**src/rtl/egbw_pkg.sv**
```systemverilog
// ----------------------------------------------------------------------------
// egbw_pkg
// Shared types, field widths, kind codes and helpers for the Exp-Golomb
// bitstream writer.
// ----------------------------------------------------------------------------
`timescale 1ns / 1ps
`default_nettype none

package egbw_pkg;

  localparam int unsigned KIND_W   = 3;
  localparam int unsigned VALUE_W  = 32;
  localparam int unsigned COUNT_W  = 6;
  localparam int unsigned BYTE_W   = 8;
  localparam int unsigned NBITS_W  = 6;

  localparam int unsigned QDEPTH   = 2;
  localparam int unsigned QPTR_W   = $clog2(QDEPTH);
  localparam int unsigned QCNT_W   = $clog2(QDEPTH + 1);

  localparam logic [KIND_W-1:0] KIND_RAW   = 3'd0;
  localparam logic [KIND_W-1:0] KIND_UE    = 3'd1;
  localparam logic [KIND_W-1:0] KIND_SE    = 3'd2;
  localparam logic [KIND_W-1:0] KIND_ALIGN = 3'd3;
  localparam logic [KIND_W-1:0] KIND_FLUSH = 3'd4;

  localparam logic [COUNT_W-1:0] RAW_MAX = 6'd32;

  typedef enum logic [1:0] {
    OP_BITS,
    OP_ALIGN,
    OP_FLUSH,
    OP_NONE
  } egbw_op_e;

  // Bit string of nbits, right-aligned in word; the packer masks off any bits above nbits.
  typedef struct packed {
    egbw_op_e             op;
    logic [VALUE_W-1:0]   word;
    logic [NBITS_W-1:0]   nbits;
  } egbw_entry_t;

  // Position of the highest set bit plus one; zero for a zero word.
  function automatic logic [COUNT_W-1:0] egbw_msb_len(input logic [VALUE_W-1:0] w);
    logic [COUNT_W-1:0] len;
    len = '0;
    for (int i = 0; i < VALUE_W; i++) begin
      if (w[i]) begin
        len = COUNT_W'(i + 1);
      end
    end
    return len;
  endfunction

endpackage

`default_nettype wire

```
**src/rtl/egbw_in_if.sv**
```systemverilog
// ----------------------------------------------------------------------------
// egbw_in_if
// Input channel: one syntax element word per handshake.
// ----------------------------------------------------------------------------
`timescale 1ns / 1ps
`default_nettype none

interface egbw_in_if;
  import egbw_pkg::*;

  logic               valid;
  logic               ready;
  logic [KIND_W-1:0]  kind;
  logic [VALUE_W-1:0] value;
  logic [COUNT_W-1:0] bit_count;

  modport source (output valid, kind, value, bit_count, input ready);
  modport sink   (input valid, kind, value, bit_count, output ready);
endinterface

`default_nettype wire

```
**src/rtl/egbw_out_if.sv**
```systemverilog
// ----------------------------------------------------------------------------
// egbw_out_if
// Output channel: one bitstream byte per handshake.
// ----------------------------------------------------------------------------
`timescale 1ns / 1ps
`default_nettype none

interface egbw_out_if;
  import egbw_pkg::*;

  logic              valid;
  logic              ready;
  logic [BYTE_W-1:0] out_byte;
  logic              last;

  modport source (output valid, out_byte, last, input ready);
  modport sink   (input valid, out_byte, last, output ready);
endinterface

`default_nettype wire

```
**src/rtl/egbw_front.sv**
```systemverilog
// ----------------------------------------------------------------------------
// egbw_front
// Accepts syntax elements, forms the code number and the length of the bit
// string, and pushes one queue entry per word.
// ----------------------------------------------------------------------------
`timescale 1ns / 1ps
`default_nettype none

module egbw_front (
  input  wire logic                 clk_i,
  input  wire logic                 rst_ni,
  egbw_in_if.sink                   in_i,
  output logic                      push_valid_o,
  input  wire logic                 push_ready_i,
  output egbw_pkg::egbw_entry_t     push_entry_o
);
  import egbw_pkg::*;

  logic               fr_valid_q, fr_valid_d;
  egbw_op_e           fr_op_q, fr_op_d;
  logic [VALUE_W-1:0] fr_word_q, fr_word_d;
  logic               fr_eg_q, fr_eg_d;
  logic [COUNT_W-1:0] fr_raw_n_q, fr_raw_n_d;

  logic               load;
  logic [VALUE_W-1:0] neg_value;
  logic               se_positive;
  logic [COUNT_W-1:0] eg_len;
  logic [NBITS_W:0]   eg_nbits;

  assign in_i.ready = !fr_valid_q || push_ready_i;
  assign load       = in_i.valid && in_i.ready;

  assign neg_value   = VALUE_W'(0) - in_i.value;
  assign se_positive = (in_i.value != '0) && !in_i.value[VALUE_W-1];

  always_comb begin
    fr_op_d    = OP_NONE;
    fr_word_d  = in_i.value;
    fr_eg_d    = 1'b0;
    fr_raw_n_d = (in_i.bit_count > RAW_MAX) ? RAW_MAX : in_i.bit_count;
    case (in_i.kind)
      KIND_RAW: begin
        fr_op_d = OP_BITS;
      end
      KIND_UE: begin
        fr_op_d   = OP_BITS;
        fr_eg_d   = 1'b1;
        fr_word_d = in_i.value + VALUE_W'(1);
      end
      KIND_SE: begin
        fr_op_d   = OP_BITS;
        fr_eg_d   = 1'b1;
        fr_word_d = se_positive ? {in_i.value[VALUE_W-2:0], 1'b0}
                                : {neg_value[VALUE_W-2:0], 1'b1};
      end
      KIND_ALIGN: begin
        fr_op_d = OP_ALIGN;
      end
      KIND_FLUSH: begin
        fr_op_d = OP_FLUSH;
      end
      default: begin
        fr_op_d = OP_NONE;
      end
    endcase
  end

  always_comb begin
    if (load) begin
      fr_valid_d = 1'b1;
    end else if (push_ready_i) begin
      fr_valid_d = 1'b0;
    end else begin
      fr_valid_d = fr_valid_q;
    end
  end

  always_ff @(posedge clk_i or negedge rst_ni) begin
    if (!rst_ni) begin
      fr_valid_q <= 1'b0;
    end else begin
      fr_valid_q <= fr_valid_d;
    end
  end

  always_ff @(posedge clk_i) begin
    if (load) begin
      fr_op_q    <= fr_op_d;
      fr_word_q  <= fr_word_d;
      fr_eg_q    <= fr_eg_d;
      fr_raw_n_q <= fr_raw_n_d;
    end
  end

  // ue code: len-1 zeros then the code number, 2*len-1 bits in all.
  assign eg_len   = egbw_msb_len(fr_word_q);
  assign eg_nbits = (eg_len == '0) ? '0 : ({eg_len, 1'b0} - (NBITS_W+1)'(1));

  assign push_valid_o       = fr_valid_q;
  assign push_entry_o.op    = fr_op_q;
  assign push_entry_o.word  = fr_word_q;
  assign push_entry_o.nbits = fr_eg_q ? eg_nbits[NBITS_W-1:0] : NBITS_W'(fr_raw_n_q);

endmodule

`default_nettype wire

```
**src/rtl/egbw_queue.sv**
```systemverilog
// ----------------------------------------------------------------------------
// egbw_queue
// Short register queue between the front and the packer.
// ----------------------------------------------------------------------------
`timescale 1ns / 1ps
`default_nettype none

module egbw_queue (
  input  wire logic                 clk_i,
  input  wire logic                 rst_ni,
  input  wire logic                 push_valid_i,
  output logic                      push_ready_o,
  input  wire egbw_pkg::egbw_entry_t push_entry_i,
  output logic                      pop_valid_o,
  input  wire logic                 pop_i,
  output egbw_pkg::egbw_entry_t     pop_entry_o
);
  import egbw_pkg::*;

  egbw_entry_t       mem_q [QDEPTH];
  logic [QPTR_W-1:0] wptr_q, wptr_d;
  logic [QPTR_W-1:0] rptr_q, rptr_d;
  logic [QCNT_W-1:0] cnt_q, cnt_d;
  logic              push, pop;

  assign push_ready_o = (cnt_q != QCNT_W'(QDEPTH));
  assign pop_valid_o  = (cnt_q != '0);
  assign pop_entry_o  = mem_q[rptr_q];

  assign push = push_valid_i && push_ready_o;
  assign pop  = pop_i && pop_valid_o;

  always_comb begin
    wptr_d = push ? wptr_q + QPTR_W'(1) : wptr_q;
    rptr_d = pop  ? rptr_q + QPTR_W'(1) : rptr_q;
    cnt_d  = cnt_q;
    if (push && !pop) begin
      cnt_d = cnt_q + QCNT_W'(1);
    end else if (pop && !push) begin
      cnt_d = cnt_q - QCNT_W'(1);
    end
  end

  always_ff @(posedge clk_i or negedge rst_ni) begin
    if (!rst_ni) begin
      wptr_q <= '0;
      rptr_q <= '0;
      cnt_q  <= '0;
    end else begin
      wptr_q <= wptr_d;
      rptr_q <= rptr_d;
      cnt_q  <= cnt_d;
    end
  end

  always_ff @(posedge clk_i) begin
    if (push) begin
      mem_q[wptr_q] <= push_entry_i;
    end
  end

endmodule

`default_nettype wire

```
**src/rtl/egbw_back.sv**
```systemverilog
// ----------------------------------------------------------------------------
// egbw_back
// Byte packer: merges queue entries into the pending partial byte and emits
// one completed byte per cycle into the output register while it is free.
// ----------------------------------------------------------------------------
`timescale 1ns / 1ps
`default_nettype none

module egbw_back (
  input  wire logic                  clk_i,
  input  wire logic                  rst_ni,
  input  wire logic                  head_valid_i,
  input  wire egbw_pkg::egbw_entry_t head_i,
  output logic                       pop_o,
  egbw_out_if.source                 out_o
);
  import egbw_pkg::*;

  logic [2:0]          pc_q, pc_d;
  logic [6:0]          pbits_q, pbits_d;
  logic [NBITS_W-1:0]  rem_q, rem_d;
  logic                started_q, started_d;
  logic                out_valid_q;
  logic [BYTE_W-1:0]   out_byte_q;
  logic                out_last_q;

  logic [NBITS_W-1:0]  rem;
  logic [3:0]          k;
  logic [NBITS_W:0]    sum;
  logic [NBITS_W-1:0]  sh;
  logic [VALUE_W-1:0]  shifted;
  logic                emit, done, last;
  logic [BYTE_W-1:0]   byte_d;
  logic                can_out, step;

  assign rem     = started_q ? rem_q : head_i.nbits;
  assign k       = 4'd8 - {1'b0, pc_q};
  assign sum     = {4'b0, pc_q} + {1'b0, rem};
  assign sh      = rem - NBITS_W'(k);
  assign shifted = head_i.word >> sh;

  always_comb begin
    emit      = 1'b0;
    done      = 1'b0;
    last      = 1'b0;
    byte_d    = '0;
    pc_d      = pc_q;
    pbits_d   = pbits_q;
    rem_d     = rem_q;
    started_d = started_q;
    case (head_i.op)
      OP_BITS: begin
        if (sum >= (NBITS_W+1)'(8)) begin
          emit   = 1'b1;
          byte_d = BYTE_W'({1'b0, pbits_q} << k) | (shifted[BYTE_W-1:0] & (8'hff >> pc_q));
          last   = (sh < NBITS_W'(8));
          done   = last;
          if (last) begin
            pbits_d = head_i.word[6:0] & (7'h7f >> (3'd7 - sh[2:0]));
            pc_d    = sh[2:0];
          end else begin
            pbits_d   = '0;
            pc_d      = '0;
            rem_d     = sh;
            started_d = 1'b1;
          end
        end else begin
          done    = 1'b1;
          pbits_d = (pbits_q << rem[2:0]) | (head_i.word[6:0] & (7'h7f >> (3'd7 - rem[2:0])));
          pc_d    = pc_q + rem[2:0];
        end
      end
      OP_ALIGN: begin
        emit    = 1'b1;
        last    = 1'b1;
        done    = 1'b1;
        byte_d  = BYTE_W'({pbits_q, 1'b1} << (3'd7 - pc_q));
        pbits_d = '0;
        pc_d    = '0;
      end
      OP_FLUSH: begin
        done = 1'b1;
        if (pc_q != '0) begin
          emit    = 1'b1;
          last    = 1'b1;
          byte_d  = BYTE_W'({1'b0, pbits_q} << k);
          pbits_d = '0;
          pc_d    = '0;
        end
      end
      default: begin
        done = 1'b1;
      end
    endcase
    if (done) begin
      started_d = 1'b0;
    end
  end

  assign can_out = !out_valid_q || out_o.ready;
  assign step    = head_valid_i && (!emit || can_out);
  assign pop_o   = step && done;

  always_ff @(posedge clk_i or negedge rst_ni) begin
    if (!rst_ni) begin
      pc_q        <= '0;
      pbits_q     <= '0;
      rem_q       <= '0;
      started_q   <= 1'b0;
      out_valid_q <= 1'b0;
    end else begin
      if (step) begin
        pc_q      <= pc_d;
        pbits_q   <= pbits_d;
        rem_q     <= rem_d;
        started_q <= started_d;
      end
      if (step && emit) begin
        out_valid_q <= 1'b1;
      end else if (out_o.ready) begin
        out_valid_q <= 1'b0;
      end
    end
  end

  always_ff @(posedge clk_i) begin
    if (step && emit) begin
      out_byte_q <= byte_d;
      out_last_q <= last;
    end
  end

  assign out_o.valid    = out_valid_q;
  assign out_o.out_byte = out_byte_q;
  assign out_o.last     = out_last_q;

  a_pbits_clean: assert property (@(posedge clk_i) disable iff (!rst_ni)
    (({1'b0, pbits_q} >> pc_q) == 8'd0))
    else $error("pending bits above the bit count");

  a_started_head: assert property (@(posedge clk_i) disable iff (!rst_ni)
    started_q |-> head_valid_i && (head_i.op == OP_BITS))
    else $error("word in progress without a bits entry at the head");

  a_started_rem: assert property (@(posedge clk_i) disable iff (!rst_ni)
    started_q |-> (pc_q == 3'd0) && (rem_q >= NBITS_W'(8)))
    else $error("word in progress with too few bits left");

endmodule

`default_nettype wire

```
**src/rtl/exp_golomb_bitstream_writer.sv**
```systemverilog
// ----------------------------------------------------------------------------
// exp_golomb_bitstream_writer
// Packs raw, ue(v), se(v), alignment and flush elements MSB first into bytes.
//
// in_i carries one syntax element per word: kind, value and bit_count.
// out_o carries one completed byte per word; last marks the final byte that
// an element produced. Elements that complete no byte produce no word.
// Path: an accepted element passes through the front register and the
// queue to the packer, which places its bytes in the output register.
// Throughput: one element per cycle while each completes at most one byte and
// the receiver does not stall; the packer emits one byte per cycle, and an
// element completing n bytes (up to 8 for a long ue/se code) holds the packer until all n are out.
// Reset empties the queue and clears the pending partial byte.
// When the receiver stalls, the output register holds its byte, the packer
// waits, and the queue and front register fill before in_i.ready drops.
// ----------------------------------------------------------------------------
`timescale 1ns / 1ps
`default_nettype none

module exp_golomb_bitstream_writer (
  input  wire logic  clk_i,
  input  wire logic  rst_ni,
  egbw_in_if.sink    in_i,
  egbw_out_if.source out_o
);
  import egbw_pkg::*;

  logic        push_valid, push_ready;
  egbw_entry_t push_entry;
  logic        head_valid, pop;
  egbw_entry_t head;

  egbw_front u_front (
    .clk_i        (clk_i),
    .rst_ni       (rst_ni),
    .in_i         (in_i),
    .push_valid_o (push_valid),
    .push_ready_i (push_ready),
    .push_entry_o (push_entry)
  );

  egbw_queue u_queue (
    .clk_i        (clk_i),
    .rst_ni       (rst_ni),
    .push_valid_i (push_valid),
    .push_ready_o (push_ready),
    .push_entry_i (push_entry),
    .pop_valid_o  (head_valid),
    .pop_i        (pop),
    .pop_entry_o  (head)
  );

  egbw_back u_back (
    .clk_i        (clk_i),
    .rst_ni       (rst_ni),
    .head_valid_i (head_valid),
    .head_i       (head),
    .pop_o        (pop),
    .out_o        (out_o)
  );

endmodule

`default_nettype wire
```
**src/flat_wrapper.sv**
```systemverilog
// flat-port wrapper written by rule: the top's interface ports become plain ports
module exp_golomb_bitstream_writer_flat import egbw_pkg::*;
  (clk_i, rst_ni, in_i_valid, in_i_kind, in_i_value, in_i_bit_count, in_i_ready, out_o_valid, out_o_out_byte, out_o_last, out_o_ready);
  egbw_in_if in_i_i ();
  egbw_out_if out_o_i ();
  input  wire logic clk_i;
  input  wire logic rst_ni;
  input wire logic [$bits(in_i_i.valid)-1:0] in_i_valid;
  input wire logic [$bits(in_i_i.kind)-1:0] in_i_kind;
  input wire logic [$bits(in_i_i.value)-1:0] in_i_value;
  input wire logic [$bits(in_i_i.bit_count)-1:0] in_i_bit_count;
  output wire logic [$bits(in_i_i.ready)-1:0] in_i_ready;
  output wire logic [$bits(out_o_i.valid)-1:0] out_o_valid;
  output wire logic [$bits(out_o_i.out_byte)-1:0] out_o_out_byte;
  output wire logic [$bits(out_o_i.last)-1:0] out_o_last;
  input wire logic [$bits(out_o_i.ready)-1:0] out_o_ready;
  assign in_i_i.valid = in_i_valid;
  assign in_i_i.kind = in_i_kind;
  assign in_i_i.value = in_i_value;
  assign in_i_i.bit_count = in_i_bit_count;
  assign in_i_ready = in_i_i.ready;
  assign out_o_valid = out_o_i.valid;
  assign out_o_out_byte = out_o_i.out_byte;
  assign out_o_last = out_o_i.last;
  assign out_o_i.ready = out_o_ready;
  exp_golomb_bitstream_writer u_core (.clk_i(clk_i), .rst_ni(rst_ni), .in_i(in_i_i), .out_o(out_o_i));
endmodule
```
**config.mk**
```make
export PLATFORM = sky130hd
export DESIGN_NAME = exp_golomb_bitstream_writer_flat
export DESIGN_NICKNAME = d
export VERILOG_FILES = /design/src/rtl/egbw_pkg.sv /design/src/rtl/egbw_in_if.sv /design/src/rtl/egbw_out_if.sv /design/src/rtl/egbw_front.sv /design/src/rtl/egbw_queue.sv /design/src/rtl/egbw_back.sv /design/src/rtl/exp_golomb_bitstream_writer.sv /design/src/flat_wrapper.sv
export SDC_FILE = /design/constraint.sdc
export NUM_CORES = 1
export LEC_CHECK = 0
export ABC_AREA = 1
export BUFFER_PORTS_ARGS = -buffer_cell sky130_fd_sc_hd__buf_2
export CELL_PAD_IN_SITES_DETAIL_PLACEMENT = 1
export CELL_PAD_IN_SITES_GLOBAL_PLACEMENT = 1
export CORE_MARGIN = 2
export CORE_UTILIZATION = 48
export CTS_BUF_LIST = sky130_fd_sc_hd__clkbuf_2 sky130_fd_sc_hd__clkbuf_4 sky130_fd_sc_hd__clkbuf_8
export DETAILED_ROUTE_END_ITERATION = 7
export PLACE_DENSITY = 0.81
export SLEW_MARGIN = 30
export SYNTH_ARGS = -nofsm -noshare
export SYNTH_HDL_FRONTEND = slang
export SYNTH_SLANG_ARGS = --single-unit
```
**constraint.sdc**
```tcl
create_clock -name clk_i -period 4.9 [get_ports clk_i]
set_clock_uncertainty 0.1 [all_clocks]
set_input_delay 0.49 -clock clk_i [delete_from_list [all_inputs] [get_ports clk_i]]
set_output_delay 0.49 -clock clk_i [all_outputs]
set_load 0.02 [all_outputs]
```
==> impl_metrics.json <==
{
  "grt_pass1_wl_um": 51400,
  "crit_path_top_delay_cell": "ha_1",
  "ys_seq_elements": 153,
  "synth.distinct_cells": 66,
  "finalHoldViolCount": 0,
  "grt_max_degree": 42,
  "ys.flop_type": "edfxtp_1",
  "ios": 56,
  "power_mw": 9.17,
  "cts_buffers": 17,
  "power.leakage_nw": 4.84,
  "yosys-top-cells-area": "edfxtp_1, nand2_1, o21ai_0, inv_1, dfrtp_1",
  "min-delay-start": "in_i_bit_count[5]",
  "synth_top_area_cell": "edfxtp_1",
  "cts_max_level": 4,
  "via_per_inst": 5.76,
  "drcViolationCount": 0,
  "syn_area_um2": 10300,
  "cts_tree": "done",
  "maxSlewHeadroom_pct": 47.3,
  "die_x_um": 151,
  "startpoint": "u_core.u_back.pc_q[0]",
  "rsz0062_at_grt": "no",
  "cp_cell_sequence": "clkinv_1 > ha_1 > inv_1 > ha_1 > nand2_1 > o211a_1 > or2_2 > nand3b_1 > xor2_1 > nand2_1 > inv_1 > o21ai_0 > ha_1 > a21oi_1 > o21ai_0 > xor2_1",
  "worst_slew_pin_slew_ns": 0.782,
  "path_clk_slew_ns": 0.11,
  "critPathMostFrequentCell": "ha_1",
  "clock_sinks": 153,
  "fp.coreArea_um2": 21100,
  "slew_viol_final": 0,
  "critPathMaxFanout": 11,
  "area_delta_synth_final_pct": 10.0,
  "r2r_start": "u_core.u_back.pc_q[0]",
  "outcome": "complete, no violations",
  "rows": 53,
  "hpwl_um": 24600,
  "cts.path.max_buffers": 2,
  "fmax_mhz": 218,
  "fin_setup_tns_ns": 0,
  "placed_cell_area_um2": 10900,
  "antenna_found_initial": 0,
  "vias": 9538,
  "grt-ovfl-total": 0,
  "powerDensity_nw_per_um2": 806,
  "period_share_pct": 93.8,
  "reg2reg_depth": 16,
  "grtUsageMet3_pct": 3.58,
  "clkLatencyLatePin_ns": 0.49,
  "die_area_um2": 22700,
  "antennaDiodeCount": 0,
  "post_cts_buffers": 0,
  "synth_commonest_cells": "nand2_1, o21ai_0, inv_1",
  "syn-num-nets": 1391,
  "synth_edf_count": 130,
  "finalSetupViolCount": 0,
  "endpoint_kind": "flip-flop",
  "place.gp.congestion": 0.914,
  "place_ws_ns": 0.330,
  "cp-start-kind": "flip-flop",
  "dr.pass1.iters": 5,
  "grt_use_met1_pct": 39.3,
  "die-height_um": 151,
  "place_inst": 1624,
  "grt_usage_pct": 29.0,
  "final_cells": 1657,
  "ys_seq_area_share_pct": 43.3,
  "reg2reg_to": "u_core.u_queue.cnt_q[1]",
  "yosysTopAreaCellShare_pct": 37.8,
  "use_met2_pct": 48.8,
  "yosys_warnings": 0,
  "finalNetCount": 1436,
  "avgSynthCellArea_um2": 7.81,
  "path_class": "reg2reg",
  "ant_nets": 0,
  "busiest_layer": "met2",
  "min_period_ns": 4.60,
  "critPathMaxStageDelay_ns": 0.55,
  "cap_violations": 0,
  "postSynthCellCount": 1324,
  "cts_root_buffer": "clkbuf_8",
  "fin_util_pct": 54.0,
  "totalWireLength_um": 31700,
  "stdcell_area_um2": 11400,
  "endpoint": "u_core.u_queue.cnt_q[1]",
  "hold_path_class": "in2reg",
  "detail_route.wl_per_cell_um": 19.1,
  "ff2ff_setup_slack_ns": 0.30,
  "start_util_pct": 49.0,
  "peakVddDrop_mv": 0.623,
  "holdWs_ns": 0.0952,
  "required_ns": 5.17,
  "drive_above_1_share_pct": 12.3,
  "synth_most_common_cell": "nand2_1",
  "ys_async_sr_fraction_pct": 15.0,
  "fillers": 2658,
  "port_buffers": 55,
  "grt_pass1_vias": 9656,
  "fin_ws_ns": 0.303,
  "drtIter0Drc": 650,
  "worstPathArrival_ns": 4.87
}
-- worst min path at each step --
stage	cells after the start	to	slack, ns
5_1_grt	1	u_core.u_front.fr_raw_n_q[5]	0.1
3_5_place_dp	0	u_core.u_queue.mem_q[1][39]	0.36
2_1_floorplan	0	u_core.u_back.out_o.valid	0.09
3_3_place_gp	0	u_core.u_queue.mem_q[1][39]	0.33
4_1_cts	1	u_core.u_front.fr_raw_n_q[5]	0.08
6_report	1	u_core.u_front.fr_raw_n_q[5]	0.1
-- worst max-delay path, delay by kind of cell (launching register included) --
family / cells / cell delay (ns)
buffers and inverters: 3 / 0.72
XOR/XNOR: 2 / 0.56
AO/OA/AOI/OAI: 4 / 0.67
flip-flops: 1 / 0.37
AND/OR/NAND/NOR: 4 / 0.74
adder cells (fa/ha/maj): 3 / 1.31
-- what timing repair did --
action	CTS	global route
gates resized for setup	0	2
endpoints found under the setup margin	0	1
endpoints found under the hold margin	23	0
hold buffers	1	0
-- state kept, by name (all words and copies together) (netlist names) --
signal                        flops
u_core.u_back.out_o.valid         1
u_core.u_queue.cnt_q              2
u_core.u_back.out_o.out_byte      8
u_core.u_front.push_valid_o       1
u_core.u_back.pbits_q             7
u_core.u_front.fr_op_q            2
u_core.u_back.rem_q               6
u_core.u_back.out_o.last          1
u_core.u_front.fr_eg_q            1
u_core.u_back.pc_q                3
u_core.u_front.fr_word_q         32
u_core.u_back.started_q           1
u_core.u_queue.rptr_q             1
u_core.u_front.fr_raw_n_q         6
u_core.u_queue.wptr_q             1
u_core.u_queue.mem_q             80
-- cell type report --
cell class,instances,area [µm²],area share [%]
multi-input combinational,949,5000,43.9
inverter,169,634,5.58
clock inverter,15,188,1.65
timing repair buffer,79,502,4.41
clock buffer,17,234,2.06
tap,275,344,3.02
sequential,153,4480,39.4
-- logic make-up after synthesis --
group           Yosys count  synth area share (%)
flops                   153                  43.3
compound gates          307                  17.4
simple gates            600                  26.0
fa+ha+maj                22                  2.81
mux                      11                  1.10
buf+inv                 222                  8.63
xor+xnor                  9                 0.762
-- report_power, final --
part           total (mW)  switching (mW)  internal [mW]
Combinational        6.00            4.16           1.84
Clock                1.04           0.593          0.443
Sequential           2.14           0.209           1.93
Total                9.17            4.97           4.21
-- placed cells by master, fill, tap and decap left out, drive strengths merged, types with 2 or more instances in the layout --
cell	count
nor4	11
o31ai	8
o22ai	12
a211oi	2
or2	8
inv	180
o21a	3
a32o	5
nor3	28
a22o	3
buf	78
a32oi	2
xor2	4
o2111ai	2
a31oi	16
o311ai	6
ha	20
mux2i	8
o211ai	17
nand4	14
nand2	339
o21ai	160
mux2	3
clkinv	3
clkbuf	17
dfrtp	23
nor2	110
xnor2	5
a21oi	51
edfxtp	130
o221ai	10
nand3	87
fa	2
-- metal layers --
layer	vias up	wire (µm)	part of all wire, %
met1	4653	14600	46
met4	0	757	2.4
li1	4629	-	-
met3	54	1010	3.2
met2	202	15300	48
met5	-	0	0
Note: power is estimated with default switching activity, not from simulation.
